<file path="src/hdl/lmn_pkg.sv">
// Shared types, constants and codes for the Lamport mutex node.
`timescale 1ns / 1ps

package lmn_pkg;

  localparam int MAX_NODES = 16;
  localparam int IDX_W     = $clog2(MAX_NODES);
  localparam int CNT_W     = $clog2(MAX_NODES + 1);
  localparam int ID_W      = 8;
  localparam int TS_W      = 32;
  localparam int PEER_W    = 4;
  localparam int RESP_W    = 5;
  localparam int CFG_IDX_W = 1;
  localparam int CFG_DAT_W = 8;

  typedef enum logic [2:0] {
    OP_LOCK    = 3'd0,
    OP_UNLOCK  = 3'd1,
    OP_REQUEST = 3'd2,
    OP_RESP    = 3'd3,
    OP_RELEASE = 3'd4
  } op_t;

  typedef enum logic [1:0] {
    SEND_NONE    = 2'd0,
    SEND_REQUEST = 2'd1,
    SEND_RELEASE = 2'd2,
    SEND_RESP    = 2'd3
  } send_t;

  typedef enum logic [CFG_IDX_W-1:0] {
    CFG_OWN_ID     = 1'd0,
    CFG_PEER_COUNT = 1'd1
  } cfg_reg_t;

  typedef enum logic {
    T_IDLE = 1'b0,
    T_WORK = 1'b1
  } top_state_t;

  typedef enum logic [1:0] {
    L_IDLE  = 2'd0,
    L_INS   = 2'd1,
    L_FIND  = 2'd2,
    L_SHIFT = 2'd3
  } lst_state_t;

  typedef enum logic {
    LST_INSERT = 1'b0,
    LST_REMOVE = 1'b1
  } lst_op_t;

  typedef struct packed {
    logic [2:0]      operation;
    logic [ID_W-1:0] sender_id;
    logic [TS_W-1:0] msg_timestamp;
  } in_item_t;

  typedef struct packed {
    logic [1:0]      send_kind;
    logic [ID_W-1:0] dest_id;
    logic [TS_W-1:0] out_timestamp;
    logic            in_critical;
    logic            list_overflow;
  } out_item_t;

  typedef struct packed {
    logic [ID_W-1:0] id;
    logic [TS_W-1:0] ts;
  } entry_t;

  typedef struct packed {
    logic    start;
    lst_op_t op;
    entry_t  key;
  } lst_cmd_t;

  typedef struct packed {
    logic             busy;
    logic [CNT_W-1:0] count;
    logic [ID_W-1:0]  head_id;
  } lst_stat_t;

endpackage

</file>
<file path="src/hdl/lmn_list.sv">
// Sorted request list: insert and remove walk the entries one per cycle.
`timescale 1ns / 1ps

module lmn_list (
  input  logic              clk,
  input  logic              rst_n,
  input  lmn_pkg::lst_cmd_t cmd,
  output lmn_pkg::lst_stat_t stat
);
  import lmn_pkg::*;

  entry_t           ent_r [MAX_NODES];
  lst_state_t       state_r, state_nxt;
  logic [CNT_W-1:0] cnt_r, cnt_nxt;
  logic [CNT_W-1:0] idx_r, idx_nxt;
  entry_t           key_r, key_nxt;

  logic [CNT_W-1:0] rd_idx;
  entry_t           rd;
  logic             gt;
  logic             idx_zero;
  logic             idx_end;
  logic             we;
  logic [IDX_W-1:0] wa;
  entry_t           wd;

  // Insert walks down from the tail, so it reads the entry below the slot.
  assign rd_idx   = (state_r == L_INS) ? idx_r - CNT_W'(1) : idx_r;
  assign rd       = ent_r[rd_idx[IDX_W-1:0]];
  assign gt       = (rd.ts > key_r.ts) || ((rd.ts == key_r.ts) && (rd.id > key_r.id));
  assign idx_zero = (idx_r == '0);
  assign idx_end  = (idx_r == cnt_r);

  always_comb begin
    state_nxt = state_r;
    case (state_r)
      L_IDLE: begin
        if (cmd.start) begin
          state_nxt = (cmd.op == LST_INSERT) ? L_INS : L_FIND;
        end
      end
      L_INS: begin
        if (idx_zero || !gt) begin
          state_nxt = L_IDLE;
        end
      end
      L_FIND: begin
        if (idx_end) begin
          state_nxt = L_IDLE;
        end else if (rd.id == key_r.id) begin
          state_nxt = L_SHIFT;
        end
      end
      L_SHIFT: begin
        if (idx_end) begin
          state_nxt = L_IDLE;
        end
      end
      default: state_nxt = L_IDLE;
    endcase
  end

  always_comb begin
    cnt_nxt = cnt_r;
    idx_nxt = idx_r;
    key_nxt = key_r;
    we      = 1'b0;
    wa      = idx_r[IDX_W-1:0];
    wd      = rd;
    case (state_r)
      L_IDLE: begin
        if (cmd.start) begin
          key_nxt = cmd.key;
          idx_nxt = (cmd.op == LST_INSERT) ? cnt_r : '0;
        end
      end
      L_INS: begin
        we = 1'b1;
        if (idx_zero || !gt) begin
          wd      = key_r;
          cnt_nxt = cnt_r + CNT_W'(1);
        end else begin
          idx_nxt = idx_r - CNT_W'(1);
        end
      end
      L_FIND: begin
        if (!idx_end) begin
          idx_nxt = idx_r + CNT_W'(1);
        end
      end
      L_SHIFT: begin
        if (idx_end) begin
          cnt_nxt = cnt_r - CNT_W'(1);
        end else begin
          // pull the entry one slot toward the head
          we      = 1'b1;
          wa      = rd_idx[IDX_W-1:0] - IDX_W'(1);
          idx_nxt = idx_r + CNT_W'(1);
        end
      end
      default: ;
    endcase
  end

  always_ff @(posedge clk) begin
    if (!rst_n) begin
      state_r <= L_IDLE;
      cnt_r   <= '0;
      idx_r   <= '0;
    end else begin
      state_r <= state_nxt;
      cnt_r   <= cnt_nxt;
      idx_r   <= idx_nxt;
    end
  end

  always_ff @(posedge clk) begin
    key_r <= key_nxt;
    if (we) begin
      ent_r[wa] <= wd;
    end
  end

  assign stat.busy    = (state_r != L_IDLE);
  assign stat.count   = cnt_r;
  assign stat.head_id = ent_r[0].id;

`ifndef SYNTHESIS
  a_cnt_bound: assert property (@(posedge clk) disable iff (!rst_n)
    cnt_r <= CNT_W'(MAX_NODES))
    else $error("request list count above capacity");

  a_start_idle: assert property (@(posedge clk) disable iff (!rst_n)
    cmd.start |-> state_r == L_IDLE)
    else $error("list command issued while busy");

  a_ins_room: assert property (@(posedge clk) disable iff (!rst_n)
    (cmd.start && cmd.op == LST_INSERT) |-> cnt_r < CNT_W'(MAX_NODES))
    else $error("insert started on a full list");

  a_scan_bound: assert property (@(posedge clk) disable iff (!rst_n)
    (state_r == L_FIND || state_r == L_SHIFT) |-> idx_r <= cnt_r)
    else $error("scan index past list end");

  a_ins_grow: assert property (@(posedge clk) disable iff (!rst_n)
    (state_r == L_INS && state_nxt == L_IDLE) |=> cnt_r == $past(cnt_r) + CNT_W'(1))
    else $error("insert did not grow the list");
`endif

endmodule

</file>
<file path="src/hdl/lamport_mutex_node_top.sv">
// Top level of one Lamport mutual exclusion node.
//
//  channel | direction | handshake             | payload
//  in      | input     | in_valid / in_stall   | in_item  (operation, sender, timestamp)
//  out     | output    | out_valid / out_stall | out_item (send, dest, stamp, flags)
//  cfg     | input     | cfg_we                | cfg_index, cfg_data
//
// A request is taken in T_IDLE and held in T_WORK while an insert or remove scans
// the request list one entry per cycle; its result then goes to the output register.
// in_stall is high while a request is in work; the next one is taken as soon
// as the result sits in the output register, even if out_stall holds it.
// Reset (rst_n, synchronous) clears clock, counts and config; list contents are
// left as they are and only entries below the count are ever read.
`timescale 1ns / 1ps

module lamport_mutex_node_top (
  input  logic                              clk,
  input  logic                              rst_n,
  input  logic                              in_valid,
  output logic                              in_stall,
  input  lmn_pkg::in_item_t                 in_item,
  output logic                              out_valid,
  input  logic                              out_stall,
  output lmn_pkg::out_item_t                out_item,
  input  logic                              cfg_we,
  input  logic [lmn_pkg::CFG_IDX_W-1:0]     cfg_index,
  input  logic [lmn_pkg::CFG_DAT_W-1:0]     cfg_data
);
  import lmn_pkg::*;

  top_state_t        state_r, state_nxt;
  logic [ID_W-1:0]   own_id_r;
  logic [PEER_W-1:0] peer_r;
  logic [TS_W-1:0]   clock_r, clock_nxt;
  logic [RESP_W-1:0] resp_r, resp_nxt;
  logic [1:0]        kind_r, kind_nxt;
  logic [ID_W-1:0]   dest_r, dest_nxt;
  logic [TS_W-1:0]   ots_r, ots_nxt;
  logic              ovf_r, ovf_nxt;
  out_item_t         out_r, out_nxt;
  logic              out_valid_r, out_valid_nxt;

  lst_cmd_t          cmd;
  lst_stat_t         lst_stat;

  logic              accept;
  logic              load;
  logic              full;
  logic              crit_now;
  logic [TS_W-1:0]   clk_inc;
  logic [TS_W-1:0]   merge_max;
  logic [TS_W-1:0]   merge_inc;

  lmn_list u_list (
    .clk  (clk),
    .rst_n(rst_n),
    .cmd  (cmd),
    .stat (lst_stat)
  );

  assign accept    = (state_r == T_IDLE) && in_valid;
  assign load      = (state_r == T_WORK) && !lst_stat.busy && (!out_valid_r || !out_stall);
  assign full      = (lst_stat.count == CNT_W'(MAX_NODES));
  assign crit_now  = (lst_stat.count != '0) && (resp_r == {1'b0, peer_r}) &&
                     (lst_stat.head_id == own_id_r);
  assign clk_inc   = clock_r + TS_W'(1);
  assign merge_max = (clock_r > in_item.msg_timestamp) ? clock_r : in_item.msg_timestamp;
  assign merge_inc = merge_max + TS_W'(1);

  always_comb begin
    state_nxt = state_r;
    case (state_r)
      T_IDLE: begin
        if (accept) begin
          state_nxt = T_WORK;
        end
      end
      T_WORK: begin
        if (load) begin
          state_nxt = T_IDLE;
        end
      end
      default: state_nxt = T_IDLE;
    endcase
  end

  always_comb begin
    clock_nxt   = clock_r;
    resp_nxt    = resp_r;
    kind_nxt    = kind_r;
    dest_nxt    = dest_r;
    ots_nxt     = ots_r;
    ovf_nxt     = ovf_r;
    cmd.start   = 1'b0;
    cmd.op      = LST_INSERT;
    cmd.key.id  = own_id_r;
    cmd.key.ts  = clk_inc;
    if (accept) begin
      kind_nxt = SEND_NONE;
      dest_nxt = '0;
      ots_nxt  = '0;
      ovf_nxt  = 1'b0;
      case (in_item.operation)
        OP_LOCK: begin
          clock_nxt = clk_inc;
          kind_nxt  = SEND_REQUEST;
          ots_nxt   = clk_inc;
          ovf_nxt   = full;
          cmd.start = !full;
        end
        OP_UNLOCK: begin
          if (crit_now) begin
            clock_nxt  = clk_inc;
            kind_nxt   = SEND_RELEASE;
            ots_nxt    = clk_inc;
            resp_nxt   = '0;
            cmd.start  = 1'b1;
            cmd.op     = LST_REMOVE;
          end
        end
        OP_REQUEST: begin
          clock_nxt  = merge_inc;
          kind_nxt   = SEND_RESP;
          dest_nxt   = in_item.sender_id;
          ots_nxt    = merge_inc;
          ovf_nxt    = full;
          cmd.start  = !full;
          cmd.key.id = in_item.sender_id;
          cmd.key.ts = in_item.msg_timestamp;
        end
        OP_RESP: begin
          clock_nxt = merge_inc;
          if (resp_r != '1) begin
            resp_nxt = resp_r + RESP_W'(1);
          end
        end
        OP_RELEASE: begin
          clock_nxt  = merge_inc;
          cmd.start  = 1'b1;
          cmd.op     = LST_REMOVE;
          cmd.key.id = in_item.sender_id;
        end
        default: ;
      endcase
    end
  end

  // critical status is taken once the list walk has settled
  always_comb begin
    out_nxt       = out_r;
    out_valid_nxt = out_valid_r && out_stall;
    if (load) begin
      out_valid_nxt         = 1'b1;
      out_nxt.send_kind     = kind_r;
      out_nxt.dest_id       = dest_r;
      out_nxt.out_timestamp = ots_r;
      out_nxt.in_critical   = crit_now;
      out_nxt.list_overflow = ovf_r;
    end
  end

  always_ff @(posedge clk) begin
    if (!rst_n) begin
      state_r     <= T_IDLE;
      own_id_r    <= '0;
      peer_r      <= '0;
      clock_r     <= '0;
      resp_r      <= '0;
      out_valid_r <= 1'b0;
    end else begin
      state_r     <= state_nxt;
      clock_r     <= clock_nxt;
      resp_r      <= resp_nxt;
      out_valid_r <= out_valid_nxt;
      if (cfg_we) begin
        case (cfg_index)
          CFG_OWN_ID:     own_id_r <= cfg_data;
          CFG_PEER_COUNT: peer_r   <= cfg_data[PEER_W-1:0];
          default: ;
        endcase
      end
    end
  end

  always_ff @(posedge clk) begin
    kind_r <= kind_nxt;
    dest_r <= dest_nxt;
    ots_r  <= ots_nxt;
    ovf_r  <= ovf_nxt;
    out_r  <= out_nxt;
  end

  assign in_stall  = (state_r != T_IDLE);
  assign out_valid = out_valid_r;
  assign out_item  = out_r;

`ifndef SYNTHESIS
  a_list_idle_on_accept: assert property (@(posedge clk) disable iff (!rst_n)
    accept |-> !lst_stat.busy)
    else $error("request accepted while list walk still running");

  a_no_load_busy: assert property (@(posedge clk) disable iff (!rst_n)
    load |-> !lst_stat.busy && state_r == T_WORK)
    else $error("result loaded before list settled");

  a_out_hold: assert property (@(posedge clk) disable iff (!rst_n)
    (out_valid_r && out_stall) |=> (out_valid_r && $stable(out_r)))
    else $error("stalled result changed or dropped");
`endif

endmodule

</file>
<file path="config.mk">
export PLATFORM = sky130hd
export DESIGN_NAME = lamport_mutex_node_top
export DESIGN_NICKNAME = d
export VERILOG_FILES = /design/src/hdl/lmn_pkg.sv /design/src/hdl/lmn_list.sv /design/src/hdl/lamport_mutex_node_top.sv
export SDC_FILE = /design/constraint.sdc
export NUM_CORES = 1
export LEC_CHECK = 0
export BUFFER_PORTS_ARGS = -buffer_cell sky130_fd_sc_hd__buf_4
export CORE_MARGIN = 1.5
export CORE_UTILIZATION = 56
export CTS_CLUSTER_SIZE = 16
export DETAILED_ROUTE_END_ITERATION = 8
export PLACE_DENSITY_LB_ADDON = 0.08
export SYNTH_ARGS = -nofsm -noshare
export SYNTH_HDL_FRONTEND = slang
export SYNTH_SLANG_ARGS = --single-unit
</file>
<file path="constraint.sdc">
create_clock -name clk -period 6 [get_ports clk]
set_input_delay 1.2 -clock clk [delete_from_list [all_inputs] [get_ports clk]]
set_output_delay 1.2 -clock clk [all_outputs]
set_load 0.02 [all_outputs]
</file>
## Yosys cells after proc, flatten, opt, wreduce, memory -nomap -nowiden

Memories as Yosys holds them, arrays and structs flattened.
Cells that the tools add are included.

- Memories: 1
- Bits of input ports: 57
- RAM bits: 640
- Bits in registers: 190
- Output and inout port bits: 46
- Word-level logic and storage cells: 135

Memories:

| name | depth | bits a word | rd ports | clocked after memory_dff | wr ports | RTL line | RTL |
|---|---|---|---|---|---|---|---|
| u_list.ent_r | 16 | 40 | 2 | 0 | 1 | lmn_list.sv:12 | `entry_t ent_r [MAX_NODES];` |

- Reduce and logical (&&, ||, !) cells: 35
- Muxes and demuxes: 44
- Equality and inequality tests: 22
- Order comparisons: 3
- Bitwise gates (word level): 2
- $add $sub $neg: 8

Operators by type and width:

| kind | count |
|---|---|
| 32-bit case mux with 3 select lines | 2 |
| 32-bit 2-to-1 mux | 4 |
| 40-bit 2-to-1 mux | 2 |
| 32-bit by 1-bit adder with 32-bit output, second input constant | 2 |
| 32-bit > comparator | 2 |
| 42-bit 2-to-1 mux | 1 |
| 5-bit 2-to-1 mux | 8 |
| 32-bit equality test | 1 |
| 5-bit case mux with 2 select lines | 2 |
| 8-bit equality test | 2 |
| 2-bit 2-to-1 mux | 8 |
| 5-bit by 1-bit adder with 5-bit output, second input constant | 3 |
| 5-bit case mux with 3 select lines | 1 |
| 4-bit 2-to-1 mux | 3 |
| 2-bit != test, second input constant | 6 |
| 5-bit by 1-bit subtractor with 5-bit output, second input constant | 2 |
| 3-bit AND reduction | 3 |
| 8-bit > comparator | 1 |
| 8-bit 2-to-1 mux | 1 |
| 2-bit case mux with 4 select lines | 1 |
| 4-bit AND reduction | 2 |
| 1-bit logical AND | 7 |
| 3-bit by 2-bit equality test with 1-bit output, second input constant | 2 |
| 1-bit 2-to-1 mux | 6 |
| other kinds (26) | 42 |

## Depth between registers and ports, before layout

Gate-level depths: netlist of the first run.
An unclocked memory read counts as a cell.

- Depth in word-level cells: 10
- Mapped depth: 22
- Mapped depth without buffers: 18

## Modules after synthesis

From an unflattened synthesis of the first run, not the netlist that was laid out.

- Cells, all modules: 2387
- Area, all modules: 36834.1 µm²

By module, submodules not included:

| module | area an instance (µm²) | cells an instance | times used | sequential area each (µm²) |
|---|---|---|---|---|
| lmn_list | 27990.6 | 1395 | 1 | 20659.8 |
| lamport_mutex_node_top | 8843.5 | 992 | 1 | 3633.5 |

## Worst setup path before layout of the first run

OpenSTA, ideal clock, no wires.

- Kind: register to register
- From: register u_list.state_r[1]
- To: memory u_list.ent_r[0][11] in the netlist's numbering, data pin
- Arrival: 5371 ps
- Setup time: 330 ps
- Path buffers: 5
- Slack: 298 ps
- Required time: 5670 ps
- Stages on the path, launching flop included: 19
- Period minus slack after synthesis: 5702 ps
- Cell sequence: dfxtp_1 > nand2b_1 > buf_2 > inv_2 > ha_1 > buf_2 > buf_1 > clkbuf_1 > mux4_2 > mux4_2 > ha_1 > and4_1 > nand4_1 > or3_1 > nand2b_1 > o21ai_1 > a22oi_1 > clkbuf_1 > o21ai_0

RTL lines:

| item | RTL line | RTL |
|---|---|---|
| start: declaration | lmn_list.sv:13 | `lst_state_t state_r, state_nxt;` |
| start signal: assignment | lmn_list.sv:111 | `state_r <= state_nxt;` |
| end: declaration | lmn_list.sv:12 |  |

==> results_dict.tcl, run 1 <==
set metrics [dict create \
    power_density_nw_per_um2 333 \
    n_antenna_cell 0 \
    route.detailed.drc 0 \
    htree_levels 3 \
    wire_per_inst_um 26.6 \
    grt_usage 0.271 \
    top_usage_layer "met2" \
    cts_tree "done" \
    rows 93 \
    routed_wl_um 89300 \
    fillCellCount 4550 \
    core-area_um2 64500 \
    worstMarginPinSlew_ns 1.05 \
    fin_tns_setup_ns 0 \
    drtIter0Drc 2402 \
    synth_nets 2418 \
    max_freq_mhz 171 \
    dpl.hpwl_um 53600 \
    syn_area_um2 36500 \
    area_growth_syn_to_layout_pct 14.5 \
    place_inst 3210 \
    grt_setup_unrepaired "yes" \
    numCtsBuffers 85 \
    dr.pass1.iters 5 \
    slew_violations 0 \
    dieHeight_um 258 \
    status "finished, final reports clean" \
    ir_drop_uv 229 \
    nNetsFinal 2584 \
    report.final.setup_viol 0 \
    grt_util_met3 0.0376 \
    grt_pass1_wl_um 134000 \
    cp_common_cell "buf_12" \
    grt_start_max_net_pins 76 \
    ys_warn_count 0 \
    use_met1 0.399 \
    io_buffers 102 \
    cap_violations 0 \
    critPathTopFamily "compound AO/OA/AOI/OAI gates" \
    cp_slowest_cell "o21ai_1" \
    vias_per_cell 6.35 \
    vias 21365 \
    fin_crit_sh 0.973 \
    crit_fanout 43 \
    met2_usage 0.433 \
    clk_latency_ns 0.63 \
    cts_root_buf "clkbuf_16" \
    cts.sinks 830 \
    place_congestion 0.919 \
    hold_viol 0 \
    async_flop_share 0 \
    endpoint_kind "flop" \
    crit_arrival_ns 6.11 \
    dieArea_um2 66700 \
    postRouteAntennaNets 0 \
    yosysTopAreaCell "edfxtp_1" \
    synth-seq-cells 830 \
    drive_above_1_share 0.240 \
    yosysSeqAreaShare 0.665 \
    crit_path_start_kind "flop" \
    synth.avg_cell_area_um2 16.0 \
    hold_ws_ns 0.417 \
    start_util 0.566 \
    min_path_type "reg2reg" \
    antenna_found_initial 0 \
    layout.cells.non_filler 3363 \
    postCtsSetupBuffers 0 \
    p_total_w 0.0139 \
    cpPeakStageDelay_ns 0.82 \
    grt_pass1_vias 21216 \
    io_pins 103 \
    die_w_um 258 \
    min_period_ns 5.84 \
    cts_buffer_depth 3 \
    path_cells "nand2b_1 > inv_2 > ha_4 > buf_12 > buf_12 > mux4_2 > mux4_2 > inv_1 > ha_1 > nand2b_1 > a21oi_1 > o31a_1 > o21ai_0 > a31o_2 > a22oi_2 > buf_12 > o21ai_1" \
    maxSlewHeadroom 0.297 \
    power_leakage_nw 14.4 \
    grt_overflow 0 \
    syn_inst 2276 \
    finalClockSkew_ns 0.0271 \
    synth_cell_type_count 74 \
    path_class "reg2reg" \
    synthFlopType "edfxtp_1" \
    synth_area_leaders "edfxtp_1 63%, mux4_2 12%, dfxtp_1 3.5%" \
    synth_edf_count 767 \
    netlist.area_leader.share 0.631 \
    clkTransAtPathRegs_ns 0.06 \
    cp.required_ns 6.27 \
    worst-path-buf-inv 5 \
]
[layout make-up]
| type | count | area (µm²) | share of cell area |
|---|---|---|---|
| Sequential cell | 830 | 24300 | 0.581 |
| Inverter | 98 | 368 | 0.00880 |
| Clock inverter | 36 | 354 | 0.00847 |
| Clock buffer | 117 | 2350 | 0.0562 |
| Tap cell | 855 | 1070 | 0.0256 |
| Timing Repair Buffer | 195 | 1770 | 0.0424 |
| Multi-Input combinational cell | 1232 | 11600 | 0.277 |
[power by group]
group | internal [W] | leakage [nW] | total, W | switching (W)
Combinational | 0.000696 | 5.60 | 0.00184 | 0.00114
Clock | 0.00300 | 1.32 | 0.00517 | 0.00217
Sequential | 0.00684 | 7.49 | 0.00690 | 0.0000579
Total | 0.0105 | 14.4 | 0.0139 | 0.00337
[worst reg2reg max path, cell delays in order, from the launching register on]
cell and delay, ns:
dfxtp_1 0.32, nand2b_1 0.43, inv_2 0.11, ha_4 0.53, buf_12 0.26, buf_12 0.28, mux4_2 0.61, mux4_2 0.50
inv_1 0.09, ha_1 0.13, nand2b_1 0.09, a21oi_1 0.06, o31a_1 0.24, o21ai_0 0.41, a31o_2 0.26, a22oi_2 0.11
buf_12 0.22, o21ai_1 0.84
[what timing repair did]
| item | CTS | global route |
|---|---|---|
| setup endpoints to repair | 432 | 560 |
| hold buffers | 0 | 0 |
| gates resized for setup | 3 | 12 |
[routing by layer]
| layer | vias to the layer above | routed length, µm |
|---|---|---|
| met5 | - | 0 |
| met4 | 0 | 1710 |
| met3 | 139 | 6480 |
| met2 | 891 | 42600 |
| met1 | 10974 | 38500 |
| li1 | 9361 | - |
[through the flow]
step / setup slack [ns] / area, µm² / util
finish: 0.161 / 41800 / 0.649
global route: -0.157 / 41800 / 0.649
CTS: 0.0136 / 41800 / 0.648
detailed placement: -0.260 / 39000 / 0.606
global placement: -0.113 / 39000 / 0.606
floorplan: 0.298 / 36500 / -
[flip-flops by register name, indices dropped and copies added, names as in the netlist]
register,flops
u_list.ent_r,640
out_item,44
u_list.key_r,40
clock_r,32
ots_r,32
dest_r,8
own_id_r,8
resp_r,5
u_list.cnt_r,5
u_list.idx_r,5
peer_r,4
kind_r,2
u_list.state_r,2
in_stall,1
out_valid,1
ovf_r,1
[logic make-up after synthesis]
logic type      count (synthesis)  share of synthesized area
fa+ha+maj                      85                     0.0293
simple gates                  467                     0.0633
compound gates                336                     0.0575
buf+inv                       214                     0.0241
mux                           247                      0.137
flops                         830                      0.665
xor+xnor                       97                     0.0233
[worst paths after layout]
check                                                     from                              to  cells past startpoint  slack (ns)
worst max register to register  u_list.state_r[1]$_SDFFE_PN0P_  u_list.ent_r[10][10]$_DFFE_PP_                     17        0.16
worst min register to register             kind_r[1]$_DFFE_PP_          out_item[43]$_DFFE_PP_                      0        0.42
worst max-delay path            u_list.state_r[1]$_SDFFE_PN0P_  u_list.ent_r[10][10]$_DFFE_PP_                     17        0.16
worst min-delay path                       kind_r[1]$_DFFE_PP_          out_item[43]$_DFFE_PP_                      0        0.42
[synthesized netlist by cell type (37+ instances only)]
| cell type | n |
|---|---|
| clkbuf_1 | 78 |
| nand3_1 | 62 |
| inv_1 | 95 |
| xnor2_1 | 69 |
| nor2_1 | 114 |
| nand2_1 | 126 |
| ha_1 | 84 |
| dfxtp_1 | 63 |
| nand4_1 | 37 |
| edfxtp_1 | 767 |
| a21oi_1 | 86 |
| o21ai_0 | 75 |
| mux4_2 | 200 |
[layout by cell type (no fill, tap or decap), types with 27 or more instances in the layout]
master / n
inv_1: 94
nand4_1: 37
a21oi_1: 83
o22ai_1: 30
xnor2_1: 68
edfxtp_1: 767
nand3_1: 62
ha_1: 83
buf_4: 171
nand2_1: 125
nor2_1: 98
mux4_2: 200
dfxtp_1: 62
xor2_1: 27
clkbuf_16: 87
o21ai_0: 74
Note: power is estimated with default switching activity, not from simulation.
==> run 2: changes to the inputs <==
--- a/config.mk
+++ b/config.mk
@@ -6,8 +6,10 @@
 export NUM_CORES = 1
 export LEC_CHECK = 0
 export BUFFER_PORTS_ARGS = -buffer_cell sky130_fd_sc_hd__buf_4
+export CELL_PAD_IN_SITES_DETAIL_PLACEMENT = 1
+export CELL_PAD_IN_SITES_GLOBAL_PLACEMENT = 1
 export CORE_MARGIN = 1.5
-export CORE_UTILIZATION = 56
+export CORE_UTILIZATION = 48
 export CTS_CLUSTER_SIZE = 16
 export DETAILED_ROUTE_END_ITERATION = 8
 export PLACE_DENSITY_LB_ADDON = 0.08
==> run 2 against run 1 <==
Sequential power barely moved; fmax grew 1.1%; critical endpoint is now u_list.ent_r[4][0]$_DFFE_PP_; via count is 0.19% higher; cell count up 3.6%; routed wire length up 12%; global-route usage decreased by 1.0 points; combinational power increased by 5%; highest routed layer unchanged; sequential share of layout area fell by 0.58 points.
==> results_dict.tcl, run 2 (synthesis gave the netlist of run 1 again) <==
set metrics [dict create \
    grt_overflow 0 \
    final_cell_area_um2 42200 \
    core-area_um2 74800 \
    utilization 0.564 \
    worstMarginPinSlew_ns 1.07 \
    routed_wl_um 100000 \
    power_leakage_nw 14.5 \
    finalClockSkew_ns 0.0232 \
    min_period_ns 5.77 \
    status "finished, final reports clean" \
    route.detailed.drc 0 \
    grt_start_max_net_pins 54 \
    slew_violations 0 \
    fillCellCount 6825 \
    max_freq_mhz 173 \
    clk_latency_ns 0.64 \
    numCtsBuffers 89 \
    htree_levels 3 \
    cts_buffer_depth 3 \
    cap_violations 0 \
    crit_path_start_kind "flop" \
    io_buffers 102 \
    grt_usage 0.260 \
    min_path_type "reg2reg" \
    cts.sinks 830 \
    cts_root_buf "clkbuf_16" \
    dieArea_um2 77700 \
    largest_reg_flops 640 \
    endpoint_kind "flop" \
    p_total_w 0.0142 \
    place_congestion 0.832 \
    postRouteAntennaNets 0 \
    area_growth_syn_to_layout_pct 15.7 \
    ir_drop_uv 265 \
    rows 100 \
    final_common_cell "edfxtp_1" \
    n_antenna_cell 0 \
    wire_per_inst_um 28.8 \
    report.final.setup_viol 0 \
    clkTransAtPathRegs_ns 0.06 \
    multi_input_area_um2 11700 \
    io_pins 103 \
    cp.required_ns 6.33 \
    fin_crit_sh 0.962 \
    die_w_um 279 \
    layout_common_cells "767 x edfxtp_1, 200 x mux4_2, 166 x buf_4" \
    vias 21405 \
    path_class "reg2reg" \
    dieHeight_um 279 \
    hold_viol 0 \
    antenna_found_initial 0 \
    cts_tree "done" \
    drive_above_1_share 0.252 \
    dpl.hpwl_um 62600 \
    nNetsFinal 2588 \
    placed_cell_area_um2 39200 \
    crit_arrival_ns 6.11 \
    vias_per_cell 6.14 \
    dr.pass1.iters 5 \
    maxSlewHeadroom 0.284 \
    hold_ws_ns 0.414 \
    grt_pass1_vias 22880 \
    seq_area_um2 24300 \
    crit_fanout 35 \
    start_util 0.488 \
    grt_pass1_wl_um 149000 \
    regMostFlops "u_list.ent_r" \
    drtIter0Drc 1789 \
    power_density_nw_per_um2 335 \
]
## run 2: report_power, final
part	internal (W)	switching, W	total, W
clock network	0.00308	0.00224	0.00532
logic	0.000729	0.00121	0.00193
registers	0.00684	0.0000644	0.00690
total	0.0106	0.00351	0.0142
## run 2: final cells by class
type,count,share of cell area
multi-input combinational,1232,0.278
timing repair buffer,195,0.0428
tap,969,0.0287
clock buffer,110,0.0566
clock inverter,51,0.00995
sequential,830,0.575
inverter,98,0.00871
## run 2: per-stage QoR
stage | setup TNS (ns) | cells | setup slack (ns)
3_5_place_dp | -3.62 | 3320 | -0.132
4_1_cts | -0.264 | 3481 | -0.00896
6_report | 0 | 3485 | 0.225
5_1_grt | -0.314 | 3485 | -0.0126
2_1_floorplan | 0 | 2276 | 0.298
3_3_place_gp | 0 | 3320 | 0.159
## run 2: final timing paths
path | startpoint | slack, ns | depth (start not counted) | endpoint
hold reg to reg | ots_r[12]$_DFFE_PP_ | 0.41 | 0 | out_item[14]$_DFFE_PP_
setup reg to reg | u_list.idx_r[0]$_SDFFE_PN0P_ | 0.23 | 15 | u_list.ent_r[4][0]$_DFFE_PP_
setup / recovery | u_list.idx_r[0]$_SDFFE_PN0P_ | 0.23 | 15 | u_list.ent_r[4][0]$_DFFE_PP_
hold / removal | ots_r[12]$_DFFE_PP_ | 0.41 | 0 | out_item[14]$_DFFE_PP_
## run 2: layer usage
metal | GRT usage | wire length [µm]
met5 | 0 | 0
met1 | 0.353 | 42300
met2 | 0.445 | 50800
met3 | 0.0324 | 4550
met4 | 0.0733 | 2640
## run 2: repair_timing
| item | in CTS | in global routing |
|---|---|---|
| buffers inserted | 0 | 1 |
| gates cloned | 0 | 3 |
| gates resized for setup | 14 | 31 |
| hold buffers | 0 | 0 |
| setup endpoints to repair | 199 | 464 |
| pin swaps | 0 | 1 |
| endpoints found under the hold margin | 0 | 0 |
## run 2: critical path: stages, from the launching register on
cell       delay (ns)
dfxtp_2          0.41
inv_1            0.15
ha_1             0.39
o21ai_4          0.22
buf_12           0.16
buf_12           0.24
mux4_2           0.55
mux4_2           0.54
ha_1             0.35
and4_1           0.26
nand4_1          0.20
or3_1            0.46
a31o_2           0.27
a22oi_2          0.48
clkbuf_16        0.31
mux2_2           0.47
==> run 3: changes to the inputs <==
--- a/config.mk
+++ b/config.mk
@@ -9,10 +9,11 @@
 export CELL_PAD_IN_SITES_DETAIL_PLACEMENT = 1
 export CELL_PAD_IN_SITES_GLOBAL_PLACEMENT = 1
 export CORE_MARGIN = 1.5
-export CORE_UTILIZATION = 48
+export CORE_UTILIZATION = 54
 export CTS_CLUSTER_SIZE = 16
 export DETAILED_ROUTE_END_ITERATION = 8
 export PLACE_DENSITY_LB_ADDON = 0.08
+export SLEW_MARGIN = 15
 export SYNTH_ARGS = -nofsm -noshare
 export SYNTH_HDL_FRONTEND = slang
 export SYNTH_SLANG_ARGS = --single-unit
==> constraint.sdc (replaced) <==
create_clock -name clk -period 6.15 [get_ports clk]
set_input_delay 1.23 -clock clk [delete_from_list [all_inputs] [get_ports clk]]
set_output_delay 1.23 -clock clk [all_outputs]
set_load 0.02 [all_outputs]
==> run 3 against run 2 <==
Routed wire length decreased by 0.70%; cell area decreased by 0.45%; worst hold slack got worse by 0.0093 ns; first-iteration DRC count increased by 3.8%; critical endpoint is now u_list.ent_r[5][19]$_DFFE_PP_; combinational power about the same; sequential power decreased by 2%; largest power group unchanged; sequential share of layout area increased by 0.25 points.
==> results_dict.tcl, run 3 (synthesis gave the netlist of run 1 again) <==
set metrics [dict create \
    grt_overflow 0 \
    path_class "reg2reg" \
    n_antenna_cell 0 \
    endpoint_kind "flop" \
    crit_fanout 55 \
    finalClockSkew_ns 0.0256 \
    power_leakage_nw 14.5 \
    dr.pass1.iters 5 \
    cts_tree "done" \
    io_pins 103 \
    crit_path_start_kind "flop" \
    utilization 0.627 \
    rows 95 \
    core-area_um2 67000 \
    grt_pass1_wl_um 149000 \
    worstMarginPinSlew_ns 1.02 \
    area_growth_syn_to_layout_pct 15.2 \
    slew_violations 0 \
    die_w_um 263 \
    cts_hold_buffers 0 \
    antenna_found_initial 0 \
    cts_root_buf "clkbuf_16" \
    max_freq_mhz 170 \
    grt_setup_unrepaired "yes" \
    hold_viol 0 \
    drtIter0Drc 1857 \
    numCtsBuffers 84 \
    place_congestion 0.852 \
    maxSlewHeadroom 0.318 \
    route.detailed.drc 0 \
    min_path_type "reg2reg" \
    postRouteAntennaNets 0 \
    largest_reg_flops 640 \
    cts_resized 0 \
    htree_levels 3 \
    vias 21807 \
    cp_slowest_cell "o21ai_1" \
    cts.sinks 830 \
    cpPeakStageDelay_ns 0.78 \
    clkTransAtPathRegs_ns 0.07 \
    routed_wl_um 99700 \
    multi_input_area_um2 11600 \
    crit_arrival_ns 6.20 \
    worst-path-buf-inv 3 \
    fillCellCount 5968 \
    critPathTopFamily "compound AO/OA/AOI/OAI gates" \
    postCtsSetupBuffers 0 \
    ir_drop_uv 289 \
    hold_ws_ns 0.405 \
    layout_common_cells "767 x edfxtp_1, 200 x mux4_2, 191 x buf_4" \
    grt_pass1_vias 23425 \
    grt_start_max_net_pins 56 \
    dpl.hpwl_um 61600 \
    start_util 0.545 \
    drive_above_1_share 0.246 \
    cp.required_ns 6.45 \
    report.final.setup_viol 0 \
    power_density_nw_per_um2 329 \
    dieArea_um2 69200 \
    min_period_ns 5.90 \
    seq_area_um2 24300 \
    clk_latency_ns 0.65 \
    dieHeight_um 263 \
    final_common_cell "edfxtp_1" \
    cap_violations 0 \
    io_buffers 102 \
    vias_per_cell 6.40 \
    fin_crit_sh 0.959 \
    regMostFlops "u_list.ent_r" \
    status "finished, final reports clean" \
    wire_per_inst_um 29.3 \
    path_cells "inv_1 > ha_1 > o21ai_4 > buf_12 > mux4_2 > mux4_2 > ha_1 > and4_1 > nand4_1 > or3_1 > nand2b_1 > o21ai_1 > a22oi_2 > buf_4 > o21ai_1" \
    grt_usage 0.291 \
    cts_buffer_depth 3 \
    nNetsFinal 2604 \
]
[run 3: area by class of cell]
type	instances	share of cell area
inverter	98	0.00875
sequential	830	0.578
multi-input combinational	1232	0.275
clock inverter	49	0.0129
tap	873	0.0260
timing repair buffer	216	0.0460
clock buffer	107	0.0533
[run 3: path summary, 6_finish.rpt]
path	depth (start not counted)	startpoint	slack, ns	to
setup / recovery	15	u_list.idx_r[0]$_SDFFE_PN0P_	0.25	u_list.ent_r[5][19]$_DFFE_PP_
hold / removal	0	ots_r[19]$_DFFE_PP_	0.41	out_item[21]$_DFFE_PP_
setup reg to reg	15	u_list.idx_r[0]$_SDFFE_PN0P_	0.25	u_list.ent_r[5][19]$_DFFE_PP_
hold reg to reg	0	ots_r[19]$_DFFE_PP_	0.41	out_item[21]$_DFFE_PP_
[run 3: stage by stage]
step | setup slack [ns] | power (W) | instance area, µm² | setup TNS (ns) | instances
2_1_floorplan | 0.448 | 0.00797 | 36500 | 0 | 2276
3_3_place_gp | 0.330 | 0.00863 | 39200 | 0 | 3249
3_5_place_dp | 0.118 | 0.00875 | 39200 | 0 | 3249
4_1_cts | 0.111 | 0.0139 | 42000 | 0 | 3405
5_1_grt | -0.163 | 0.0142 | 42000 | -5.07 | 3405
6_report | 0.252 | 0.0138 | 42000 | 0 | 3405
[run 3: worst reg2reg max path, cell delays in order, from the launching register on]
cell and delay, ns:
dfxtp_1 0.46, inv_1 0.18, ha_1 0.39, o21ai_4 0.24, buf_12 0.37, mux4_2 0.64, mux4_2 0.53, ha_1 0.32
and4_1 0.26, nand4_1 0.17, or3_1 0.46, nand2b_1 0.19, o21ai_1 0.22, a22oi_2 0.15, buf_4 0.22, o21ai_1 0.78
[run 3: where the power goes]
part           switching [W]  internal [W]
combinational        0.00117      0.000749
clock                0.00221       0.00298
sequential         0.0000654       0.00666
[run 3: routing by layer]
layer  share of wire  track usage  vias to the layer above
met5               0            0                        -
met2            0.51        0.494                      739
met1            0.41        0.386                    11519
met3           0.054       0.0413                      173
met4           0.035        0.104                        0
li1                -            -                     9376
